File: src/rtl/pdl_pkg.sv
// Package of the keypad door lock: sizes, key codes, modes, message and register codes.
package pdl_pkg;

  // Longest password that is stored, and the widths that follow from it
  localparam int PASS_MAX = 16;
  localparam int LEN_W    = $clog2(PASS_MAX + 2);
  localparam int IDX_W    = $clog2(PASS_MAX);

  localparam int KEY_W    = 8;
  localparam int SEC_W    = 6;
  localparam int WRONG_W  = 2;
  localparam int CFG_IDX_W = 3;
  localparam int CFG_DAT_W = 6;

  // Keys with a meaning of their own
  localparam logic [KEY_W-1:0] KEY_END    = 8'd13;
  localparam logic [KEY_W-1:0] KEY_OPEN   = 8'h2B;
  localparam logic [KEY_W-1:0] KEY_CHANGE = 8'h2D;

  // Register reset values
  localparam logic [SEC_W-1:0]   TPS_RST    = 6'd31;
  localparam logic [SEC_W-1:0]   UNLOCK_RST = 6'd15;
  localparam logic [SEC_W-1:0]   HOLD_RST   = 6'd3;
  localparam logic [SEC_W-1:0]   ALARM_RST  = 6'd60;
  localparam logic [WRONG_W-1:0] MAXW_RST   = 2'd3;

  typedef enum logic [0:0] {
    REQ_KEY  = 1'b0,
    REQ_TICK = 1'b1
  } req_e;

  typedef enum logic [2:0] {
    M_FIRST   = 3'd0,
    M_CONFIRM = 3'd1,
    M_MENU    = 3'd2,
    M_ATTEMPT = 3'd3,
    M_FWD     = 3'd4,
    M_HOLD    = 3'd5,
    M_REV     = 3'd6,
    M_ALARM   = 3'd7
  } mode_e;

  typedef enum logic [2:0] {
    MSG_AGAIN    = 3'd0,
    MSG_MENU     = 3'd1,
    MSG_WRONG    = 3'd2,
    MSG_ENTER    = 3'd3,
    MSG_UNLOCKED = 3'd4,
    MSG_INTRUDER = 3'd5,
    MSG_MATCH    = 3'd6
  } msg_e;

  typedef enum logic [1:0] {
    MOTOR_STOP = 2'd0,
    MOTOR_FWD  = 2'd1,
    MOTOR_REV  = 2'd2
  } motor_e;

  typedef enum logic [CFG_IDX_W-1:0] {
    CFG_TPS    = 3'd0,
    CFG_UNLOCK = 3'd1,
    CFG_HOLD   = 3'd2,
    CFG_ALARM  = 3'd3,
    CFG_MAXW   = 3'd4
  } cfg_idx_e;

endpackage

File: src/rtl/pdl_in_if.sv
// Input channel of the keypad door lock: one key byte or timer tick per word.
interface pdl_in_if import pdl_pkg::*; ();
  logic             valid;
  logic             ready;
  logic             req_type;
  logic [KEY_W-1:0] key_byte;

  modport source (output valid, req_type, key_byte, input ready);
  modport sink   (input valid, req_type, key_byte, output ready);
endinterface

File: src/rtl/pdl_out_if.sv
// Result channel of the keypad door lock: message, motor drive and buzzer per word.
interface pdl_out_if import pdl_pkg::*; ();
  logic       valid;
  logic       ready;
  logic       msg_valid;
  logic [2:0] msg_code;
  logic [1:0] motor_drive;
  logic       siren_on;

  modport source (output valid, msg_valid, msg_code, motor_drive, siren_on, input ready);
  modport sink   (input valid, msg_valid, msg_code, motor_drive, siren_on, output ready);
endinterface

File: src/rtl/pdl_cfg_if.sv
// Configuration write channel of the keypad door lock: register index and data per word.
interface pdl_cfg_if import pdl_pkg::*; ();
  logic                 valid;
  logic                 ready;
  logic [CFG_IDX_W-1:0] index;
  logic [CFG_DAT_W-1:0] data;

  modport source (output valid, index, data, input ready);
  modport sink   (input valid, index, data, output ready);
endinterface

File: src/rtl/password_door_lock_controller_top.sv
// Keypad door lock controller: password store, menu, motor and alarm sequencing.
//
// Each accepted input word (a key byte or a timer tick) updates the lock state
// in the cycle it is accepted and produces one result word in the output
// register on the next cycle, so one word is taken per clock unless the
// receiver stalls. Input is accepted whenever the output register is empty or
// its word is taken in the same cycle. The password is held in a small register
// file of PASS_MAX bytes, read at the current entry position. Configuration
// writes are always ready and take effect on the next word.
module password_door_lock_controller_top import pdl_pkg::*; (
  input  logic        clk_i,
  input  logic        rst_ni,
  pdl_in_if.sink      in_i,
  pdl_out_if.source   out_o,
  pdl_cfg_if.sink     cfg_i
);

  localparam logic [LEN_W-1:0] PASS_MAX_L = LEN_W'(PASS_MAX);

  // Configuration registers
  logic [SEC_W-1:0]   tps_q, unlock_q, hold_q, alarm_q;
  logic [WRONG_W-1:0] maxw_q;

  // Lock state
  mode_e              mode_q, mode_d;
  logic [KEY_W-1:0]   stored_q [PASS_MAX];
  logic [LEN_W-1:0]   stored_len_q, stored_len_d;
  logic [LEN_W-1:0]   att_len_q, att_len_d;
  logic               att_diff_q, att_diff_d;
  logic [WRONG_W-1:0] wrong_q, wrong_d;
  logic [SEC_W-1:0]   tick_q, tick_d;
  logic [SEC_W-1:0]   sec_q, sec_d;
  logic               open_q, open_d;
  logic               store_we;

  // Result register
  logic               out_valid_q;
  logic               msg_valid_q, msg_valid_d;
  msg_e               msg_code_q, msg_code_d;
  motor_e             motor_q, motor_d;
  logic               buzzer_q, buzzer_d;

  logic               in_acc;
  logic               is_tick;
  logic [KEY_W-1:0]   key;

  assign in_i.ready  = !out_valid_q || out_o.ready;
  assign in_acc      = in_i.valid && in_i.ready;
  assign is_tick     = (in_i.req_type == REQ_TICK);
  assign key         = in_i.key_byte;
  assign cfg_i.ready = 1'b1;

  // Entry compare helpers
  logic               att_in_range;
  logic               att_key_diff;
  logic               att_match;
  logic [LEN_W-1:0]   att_len_inc;
  logic [LEN_W-1:0]   stored_len_inc;

  assign att_in_range = (att_len_q < stored_len_q) && (att_len_q < PASS_MAX_L);
  assign att_key_diff = !att_in_range || (stored_q[att_len_q[IDX_W-1:0]] != key);
  assign att_len_inc  = (att_len_q <= PASS_MAX_L) ? att_len_q + LEN_W'(1) : att_len_q;
  assign stored_len_inc = (stored_len_q <= PASS_MAX_L) ? stored_len_q + LEN_W'(1)
                                                       : stored_len_q;
  assign att_match    = !att_diff_q && (att_len_q == stored_len_q) &&
                        (stored_len_q != '0) && (stored_len_q <= PASS_MAX_L);

  // Timer helpers
  logic [SEC_W-1:0]   tps_eff;
  logic [SEC_W-1:0]   tick_inc;
  logic               sec_roll;
  logic [SEC_W-1:0]   sec_new;
  logic [SEC_W-1:0]   span;
  logic [WRONG_W-1:0] wrong_inc;
  logic [WRONG_W-1:0] wrong_lim;

  assign tps_eff   = (tps_q == '0) ? SEC_W'(1) : tps_q;
  assign tick_inc  = tick_q + SEC_W'(1);
  assign sec_roll  = (tick_inc >= tps_eff);
  assign sec_new   = sec_roll ? sec_q + SEC_W'(1) : sec_q;
  assign span      = (mode_q == M_HOLD)  ? hold_q  :
                     (mode_q == M_ALARM) ? alarm_q : unlock_q;
  assign wrong_inc = wrong_q + WRONG_W'(1);
  assign wrong_lim = (maxw_q == '0) ? WRONG_W'(1) : maxw_q;

  // Next state and message for the word at the input
  always_comb begin
    mode_d       = mode_q;
    stored_len_d = stored_len_q;
    att_len_d    = att_len_q;
    att_diff_d   = att_diff_q;
    wrong_d      = wrong_q;
    tick_d       = tick_q;
    sec_d        = sec_q;
    open_d       = open_q;
    store_we     = 1'b0;
    msg_valid_d  = 1'b0;
    msg_code_d   = MSG_AGAIN;

    if (is_tick) begin
      if (mode_q inside {M_FWD, M_HOLD, M_REV, M_ALARM}) begin
        tick_d = sec_roll ? '0 : tick_inc;
        sec_d  = sec_new;
        if (sec_new >= span) begin
          tick_d = '0;
          sec_d  = '0;
          case (mode_q)
            M_FWD:   mode_d = (hold_q != '0) ? M_HOLD : M_REV;
            M_HOLD:  mode_d = M_REV;
            M_ALARM: begin
              wrong_d     = '0;
              mode_d      = M_MENU;
              msg_valid_d = 1'b1;
              msg_code_d  = MSG_MENU;
            end
            default: begin
              mode_d      = M_MENU;
              msg_valid_d = 1'b1;
              msg_code_d  = MSG_MENU;
            end
          endcase
        end
      end
    end else begin
      case (mode_q)
        M_FIRST: begin
          if (key == KEY_END) begin
            mode_d      = M_CONFIRM;
            att_len_d   = '0;
            att_diff_d  = 1'b0;
            msg_valid_d = 1'b1;
            msg_code_d  = MSG_AGAIN;
          end else begin
            store_we     = (stored_len_q < PASS_MAX_L);
            stored_len_d = stored_len_inc;
          end
        end
        M_CONFIRM: begin
          if (key == KEY_END) begin
            msg_valid_d = 1'b1;
            if (att_match) begin
              mode_d     = M_MENU;
              msg_code_d = MSG_MENU;
            end else begin
              mode_d       = M_FIRST;
              stored_len_d = '0;
              msg_code_d   = MSG_WRONG;
            end
          end else begin
            att_diff_d = att_diff_q || att_key_diff;
            att_len_d  = att_len_inc;
          end
        end
        M_MENU: begin
          msg_valid_d = 1'b1;
          msg_code_d  = MSG_ENTER;
          if (key == KEY_OPEN || key == KEY_CHANGE) begin
            open_d     = (key == KEY_OPEN);
            mode_d     = M_ATTEMPT;
            att_len_d  = '0;
            att_diff_d = 1'b0;
          end
        end
        M_ATTEMPT: begin
          if (key == KEY_END) begin
            msg_valid_d = 1'b1;
            if (att_match) begin
              wrong_d = '0;
              if (open_q) begin
                mode_d     = M_FWD;
                tick_d     = '0;
                sec_d      = '0;
                msg_code_d = MSG_UNLOCKED;
              end else begin
                mode_d       = M_FIRST;
                stored_len_d = '0;
                msg_code_d   = MSG_MATCH;
              end
            end else begin
              wrong_d = wrong_inc;
              if (wrong_inc >= wrong_lim || wrong_inc == '0) begin
                mode_d     = M_ALARM;
                tick_d     = '0;
                sec_d      = '0;
                msg_code_d = MSG_INTRUDER;
              end else begin
                att_len_d  = '0;
                att_diff_d = 1'b0;
                msg_code_d = MSG_WRONG;
              end
            end
          end else begin
            att_diff_d = att_diff_q || att_key_diff;
            att_len_d  = att_len_inc;
          end
        end
        default: ;
      endcase
    end
  end

  // Drive motor and buzzer from the mode after the word
  always_comb begin
    motor_d  = MOTOR_STOP;
    buzzer_d = 1'b0;
    case (mode_d)
      M_FWD:   motor_d  = MOTOR_FWD;
      M_REV:   motor_d  = MOTOR_REV;
      M_ALARM: buzzer_d = 1'b1;
      default: ;
    endcase
  end

  // Take configuration writes; drop indexes beyond the list
  always_ff @(posedge clk_i or negedge rst_ni) begin
    if (!rst_ni) begin
      tps_q    <= TPS_RST;
      unlock_q <= UNLOCK_RST;
      hold_q   <= HOLD_RST;
      alarm_q  <= ALARM_RST;
      maxw_q   <= MAXW_RST;
    end else if (cfg_i.valid) begin
      case (cfg_i.index)
        CFG_TPS:    tps_q    <= cfg_i.data;
        CFG_UNLOCK: unlock_q <= cfg_i.data;
        CFG_HOLD:   hold_q   <= cfg_i.data;
        CFG_ALARM:  alarm_q  <= cfg_i.data;
        CFG_MAXW:   maxw_q   <= cfg_i.data[WRONG_W-1:0];
        default: ;
      endcase
    end
  end

  // Advance lock state on each accepted word
  always_ff @(posedge clk_i or negedge rst_ni) begin
    if (!rst_ni) begin
      mode_q       <= M_FIRST;
      stored_len_q <= '0;
      att_len_q    <= '0;
      att_diff_q   <= 1'b0;
      wrong_q      <= '0;
      tick_q       <= '0;
      sec_q        <= '0;
      open_q       <= 1'b0;
    end else if (in_acc) begin
      mode_q       <= mode_d;
      stored_len_q <= stored_len_d;
      att_len_q    <= att_len_d;
      att_diff_q   <= att_diff_d;
      wrong_q      <= wrong_d;
      tick_q       <= tick_d;
      sec_q        <= sec_d;
      open_q       <= open_d;
    end
  end

  // Store password keys of the first entry
  always_ff @(posedge clk_i) begin
    if (in_acc && store_we) begin
      stored_q[stored_len_q[IDX_W-1:0]] <= key;
    end
  end

  // Hold the result word until it is taken
  always_ff @(posedge clk_i or negedge rst_ni) begin
    if (!rst_ni) begin
      out_valid_q <= 1'b0;
    end else if (in_acc) begin
      out_valid_q <= 1'b1;
    end else if (out_o.ready) begin
      out_valid_q <= 1'b0;
    end
  end

  always_ff @(posedge clk_i) begin
    if (in_acc) begin
      msg_valid_q <= msg_valid_d;
      msg_code_q  <= msg_code_d;
      motor_q     <= motor_d;
      buzzer_q    <= buzzer_d;
    end
  end

  assign out_o.valid       = out_valid_q;
  assign out_o.msg_valid   = msg_valid_q;
  assign out_o.msg_code    = msg_code_q;
  assign out_o.motor_drive = motor_q;
  assign out_o.siren_on    = buzzer_q;

endmodule

File: src/flat_wrapper.sv
// flat-port wrapper written by rule: the top's interface ports become plain ports
module password_door_lock_controller_top_flat import pdl_pkg::*;
  (clk_i, rst_ni, in_i_valid, in_i_req_type, in_i_key_byte, in_i_ready, out_o_valid, out_o_msg_valid, out_o_msg_code, out_o_motor_drive, out_o_siren_on, out_o_ready, cfg_i_valid, cfg_i_index, cfg_i_data, cfg_i_ready);
  pdl_in_if in_i_i ();
  pdl_out_if out_o_i ();
  pdl_cfg_if cfg_i_i ();
  input  logic clk_i;
  input  logic rst_ni;
  input wire logic [$bits(in_i_i.valid)-1:0] in_i_valid;
  input wire logic [$bits(in_i_i.req_type)-1:0] in_i_req_type;
  input wire logic [$bits(in_i_i.key_byte)-1:0] in_i_key_byte;
  output wire logic [$bits(in_i_i.ready)-1:0] in_i_ready;
  output wire logic [$bits(out_o_i.valid)-1:0] out_o_valid;
  output wire logic [$bits(out_o_i.msg_valid)-1:0] out_o_msg_valid;
  output wire logic [$bits(out_o_i.msg_code)-1:0] out_o_msg_code;
  output wire logic [$bits(out_o_i.motor_drive)-1:0] out_o_motor_drive;
  output wire logic [$bits(out_o_i.siren_on)-1:0] out_o_siren_on;
  input wire logic [$bits(out_o_i.ready)-1:0] out_o_ready;
  input wire logic [$bits(cfg_i_i.valid)-1:0] cfg_i_valid;
  input wire logic [$bits(cfg_i_i.index)-1:0] cfg_i_index;
  input wire logic [$bits(cfg_i_i.data)-1:0] cfg_i_data;
  output wire logic [$bits(cfg_i_i.ready)-1:0] cfg_i_ready;
  assign in_i_i.valid = in_i_valid;
  assign in_i_i.req_type = in_i_req_type;
  assign in_i_i.key_byte = in_i_key_byte;
  assign in_i_ready = in_i_i.ready;
  assign out_o_valid = out_o_i.valid;
  assign out_o_msg_valid = out_o_i.msg_valid;
  assign out_o_msg_code = out_o_i.msg_code;
  assign out_o_motor_drive = out_o_i.motor_drive;
  assign out_o_siren_on = out_o_i.siren_on;
  assign out_o_i.ready = out_o_ready;
  assign cfg_i_i.valid = cfg_i_valid;
  assign cfg_i_i.index = cfg_i_index;
  assign cfg_i_i.data = cfg_i_data;
  assign cfg_i_ready = cfg_i_i.ready;
  password_door_lock_controller_top u_core (.clk_i(clk_i), .rst_ni(rst_ni), .in_i(in_i_i), .out_o(out_o_i), .cfg_i(cfg_i_i));
endmodule
File: config.mk
export PLATFORM = sky130hd
export DESIGN_NAME = password_door_lock_controller_top_flat
export DESIGN_NICKNAME = d
export VERILOG_FILES = /design/src/rtl/pdl_pkg.sv /design/src/rtl/pdl_in_if.sv /design/src/rtl/pdl_out_if.sv /design/src/rtl/pdl_cfg_if.sv /design/src/rtl/password_door_lock_controller_top.sv /design/src/flat_wrapper.sv
export SDC_FILE = /design/constraint.sdc
export NUM_CORES = 1
export LEC_CHECK = 0
export ABC_AREA = 1
export BUFFER_PORTS_ARGS = -buffer_cell sky130_fd_sc_hd__buf_2
export CAP_MARGIN = 30
export CORE_ASPECT_RATIO = 1.5
export CORE_MARGIN = 2
export CORE_UTILIZATION = 62
export DETAILED_ROUTE_END_ITERATION = 10
export PLACE_DENSITY = 0.86
export SYNTH_ARGS = -nofsm -noshare
export SYNTH_HDL_FRONTEND = slang
export SYNTH_SLANG_ARGS = --single-unit
File: constraint.sdc
create_clock -name clk_i -period 3.8 [get_ports clk_i]
set_input_delay 0.19 -clock clk_i [delete_from_list [all_inputs] [get_ports clk_i]]
set_output_delay 0.19 -clock clk_i [all_outputs]
set_load 0.01 [all_outputs]
==> summary.md <==
| Metric | Value |
|---|---|
| Status | `finished clean` |
| Hold Path Stages | `4` |
| Worst r2r dst | `u_core.out_o.motor_drive[1]` |
| Final Hold Slack | `0.0220 ns` |
| Syn nets | `1,086` |
| Register area share after synthesis | `0.578` |
| Worst skew pair latency | `0.44 ns` |
| Fin nets | `1,138` |
| Asr flop ratio synth | `0.293` |
| Worst setup SP type | `register` |
| IO Count | `33` |
| Slowest cell on crit path | `dfrtp_2` |
| HP Start | `out_o_ready` |
| WP buf/inv | `6` |
| Setup Skew | `0.0113 ns` |
| Antenna diodes | `0` |
| Hold WC Path Type | `input port to register` |
| Worst Hold End | `u_core.out_o.valid` |
| Clk sinks | `191` |
| EDFF count, synth | `135` |
| Initial antenna violation count | `0` |
| Vias in the first global route | `7,325` |
| Worst R2R Path Depth | `24` |
| Mapped Area | `9480 µm²` |
| Top FF cell, synth | `edfxtp_1` |
| CTS Buf Count | `17` |
| Final-report hold violation count | `0` |
| GR Overflow Total | `0` |
| CTS H-tree depth | `4` |
| Synth Area in XOR/XNOR | `0.0102` |
| Area growth syn-to-layout | `13.2%` |
| Post-synthesis simple-gate area fraction | `0.215` |
| CP required | `4.10 ns` |
| Setup-failing EPs final | `0` |
| Post-synthesis compound-gate area fraction | `0.0904` |
| Crit Path Class | `register to register` |
| Largest net degree at the start of global routing | `73` |
| Multiplexer area fraction after synthesis | `0` |
| Leak | `4.64 nW` |
| Crit path max fanout | `5` |
| First-pass GRT wire length | `34.6 mm` |
| Initial Util | `0.632` |
| Core ar. | `15,000 µm²` |
| Worst vdd ir | `448 µV` |
| Slew margin rel. | `0.483` |
| Largest family of logic cells by synthesized area | `simple AND/OR/NAND/NOR gates` |
| Drt total wl | `21.7 mm` |
| Crit path time final | `3.55 ns` |
| Detailed-route via count | `7,336` |
| Max Slew Vio Count | `0` |
| Via/cell ratio | `5.65` |
| Yosys reg bits | `191` |
| Distinct cells, synth | `50` |
| Max capacitance violation total | `0` |
| Crit share post-route | `0.934` |
| Final routed DRC violation total | `0` |
| Crit-path cells | `ha_4, nand3_2, xor2_2, inv_1, ha_4, nand2_2, inv_2, o211ai_1, o2111ai_2, buf_4, o21a_1, inv_1, ha_4, inv_1, nor2_1, o211ai_1, nand3_2, nand2_2, inv_2, a31oi_4, o21ai_1, nand2_1, nand2_1, nor2_1` |
| CP endpoint kind | `register` |
| Core Util, Final | `0.715` |
| Drt initial violations | `517` |
| Cell count after synthesis | `1,035` |
| FF-to-FF Start | `u_core.tick_q[0]` |
| Filler cells | `1,095` |
| CTS tree | `done` |
| Share of layout cells above drive strength 1 | `0.156` |
| Post-route ant nets | `0` |
| DR pass1 iterations | `7` |
| Synth Area per Inst | `9.16 µm²` |
| Clk buf depth | `2` |
| Max Freq | `0.282 GHz` |
| Placer Congestion | `0.886` |
| Reg2Reg Setup Slack | `0.25 ns` |
| Pwr dens | `696 nW/µm²` |
| Final HPWL DP | `14.1 mm` |
| Tot GR Track Use | `0.272` |
| Yosys warnings | `0` |
| Crit path largest cell delay | `0.47 ns` |
| CP delay by family, top | `compound AO/OA/AOI/OAI gates` |
| # rows | `55` |
| DR WL/cell | `16.7 µm` |
| Post-synthesis adder-cell area fraction | `0.0370` |
| CTS root buf | `clkbuf_16` |
| Die Wd | `105 µm` |
| Die height | `155 µm` |
| Crit path DAT | `3.86 ns` |
| Clk pin slew, worst setup/hold paths | `0.07 ns` |
| Area of the die | `16,300 µm²` |
| Port bufs | `31` |
| Slew @ Worst Pin | `0.773 ns` |
cell type report:
cell class              instances  area (µm²)  share of cell area
flip-flops and latches        191        5480               0.511
inverters                     133         505              0.0471
repair buffers                 65         417              0.0388
multi-input cells             679        3500               0.327
clock inverters                14         141              0.0132
well taps                     199         249              0.0232
clock buffers                  18         429              0.0400
cells by family (layout without fill, tap and decap cells):
group,Yosys count,count (layout)
AOI/OAI and AO/OA,154,154
xor gates and xnor gates,11,11
adders and majority gates,28,28
buffers and inverters,165,230
DFF,191,191
other,1,1
and+or+nand+nor,485,485
metal layers:
| metal | wire length (µm) | global-route usage | part of all wire | vias to the layer above |
|---|---|---|---|---|
| met2 | 11900 | 0.508 | 0.55 | 274 |
| met3 | 1250 | 0.0528 | 0.057 | 75 |
| met5 | 0 | 0 | 0 | - |
| li1 | - | - | - | 3511 |
| met4 | 920 | 0.142 | 0.042 | 0 |
| met1 | 7620 | 0.288 | 0.35 | 3476 |
where the power goes:
| group | switching, mW | internal (mW) | total (mW) |
|---|---|---|---|
| clock | 0.835 | 0.876 | 1.71 |
| sequential | 0.200 | 2.46 | 2.66 |
| combinational | 2.04 | 1.05 | 3.09 |
| total | 3.07 | 4.39 | 7.46 |
Yosys cell counts, types with 2 or more instances:
cell type    n  area, µm²
inv_4        2       12.5
o21ai_0     98        490
o21a_1       2       15.0
o211ai_1     4       30.0
a31oi_1      2       12.5
o21ai_1      9       45.0
nand2_2      4       25.0
nand4_1      7       43.8
dfstp_2     17        447
inv_2        5       18.8
nor2_4       6       67.6
nand2_1    249        935
o2111ai_1    2       17.5
nor3_1      12       60.1
a221oi_1     5       43.8
ha_1        28        350
xor2_1      10       87.6
nor4_1       2       12.5
a21oi_1     16       80.1
o22ai_1      6       37.5
clkinv_1     2       7.51
a211oi_1     3       22.5
nor2_2       2       12.5
clkbuf_1    12       45.0
nand3_1     42        210
edfxtp_1   135       4050
buf_2       18       90.1
nor3_2       2       20.0
dfrtp_1     39        976
inv_1      123        462
nor2_1     152        571
registers in the layout, summed over array words and instances, names as in the netlist, 3 cells and up:
signal	flops
u_core.alarm_q	6
u_core.unlock_q	6
u_core.sec_q	6
u_core.tps_q	6
u_core.tick_q	6
u_core.att_len_q	5
u_core.hold_q	6
u_core.out_o.msg_code	3
u_core.stored_len_q	5
u_core.stored_q	128
u_core.mode_q	3
worst max-delay path by stage:
stage | cells past startpoint | startpoint | endpoint | slack, ns
2_1_floorplan | 23 | u_core.tick_q[0] | u_core.out_o.motor_drive[0] | 0.41
3_3_place_gp | 22 | u_core.tick_q[0] | u_core.out_o.motor_drive[0] | 0.25
3_5_place_dp | 22 | u_core.tick_q[0] | u_core.out_o.siren_on | 0.11
4_1_cts | 22 | u_core.tick_q[0] | u_core.out_o.siren_on | 0.10
5_1_grt | 25 | u_core.tick_q[0] | u_core.out_o.motor_drive[1] | -0.07
6_report | 24 | u_core.tick_q[0] | u_core.out_o.motor_drive[1] | 0.25
through the flow:
step	power (mW)	area (µm²)	setup TNS (ns)	cells	setup slack [ns]
global placement	5.42	9920	0	1259	0.250
CTS	7.23	10500	0	1292	0.101
finish	7.46	10700	0	1299	0.249
floorplan	4.80	9480	0	1035	0.409
detailed placement	5.52	9920	0	1259	0.111
global route	8.00	10700	-0.159	1299	-0.0672
cells in the final DEF, fill, tap and decap left out, types with 7 or more instances in the layout:
cell type,instances
o21ai_1,13
clkbuf_16,17
nand2_2,7
dfstp_2,17
edfxtp_1,135
buf_2,31
inv_1,120
nand2_1,245
nor3_1,12
dfrtp_1,34
ha_1,24
nand4_1,7
a21oi_1,15
buf_4,32
nor2_4,7
inv_2,8
o21ai_0,93
nor2_1,151
nand3_1,39
timing repair:
action                                  CTS  global route
hold endpoints to repair                 39             0
resized for setup                         0            41
endpoints found under the setup margin    0            20
buffers inserted                          0             6
hold buffers                              1             0
worst register-to-register path, cell delays in order, from the launching register on:
cell,delay (ns)
dfrtp_2,0.47
ha_4,0.18
nand3_2,0.08
xor2_2,0.18
inv_1,0.10
ha_4,0.22
nand2_2,0.08
inv_2,0.04
o211ai_1,0.10
o2111ai_2,0.18
buf_4,0.19
o21a_1,0.18
inv_1,0.09
ha_4,0.21
inv_1,0.05
nor2_1,0.03
o211ai_1,0.19
nand3_2,0.16
nand2_2,0.10
inv_2,0.05
a31oi_4,0.16
o21ai_1,0.09
nand2_1,0.13
nand2_1,0.07
nor2_1,0.10
No activity file was read; power rests on OpenSTA's default activity.
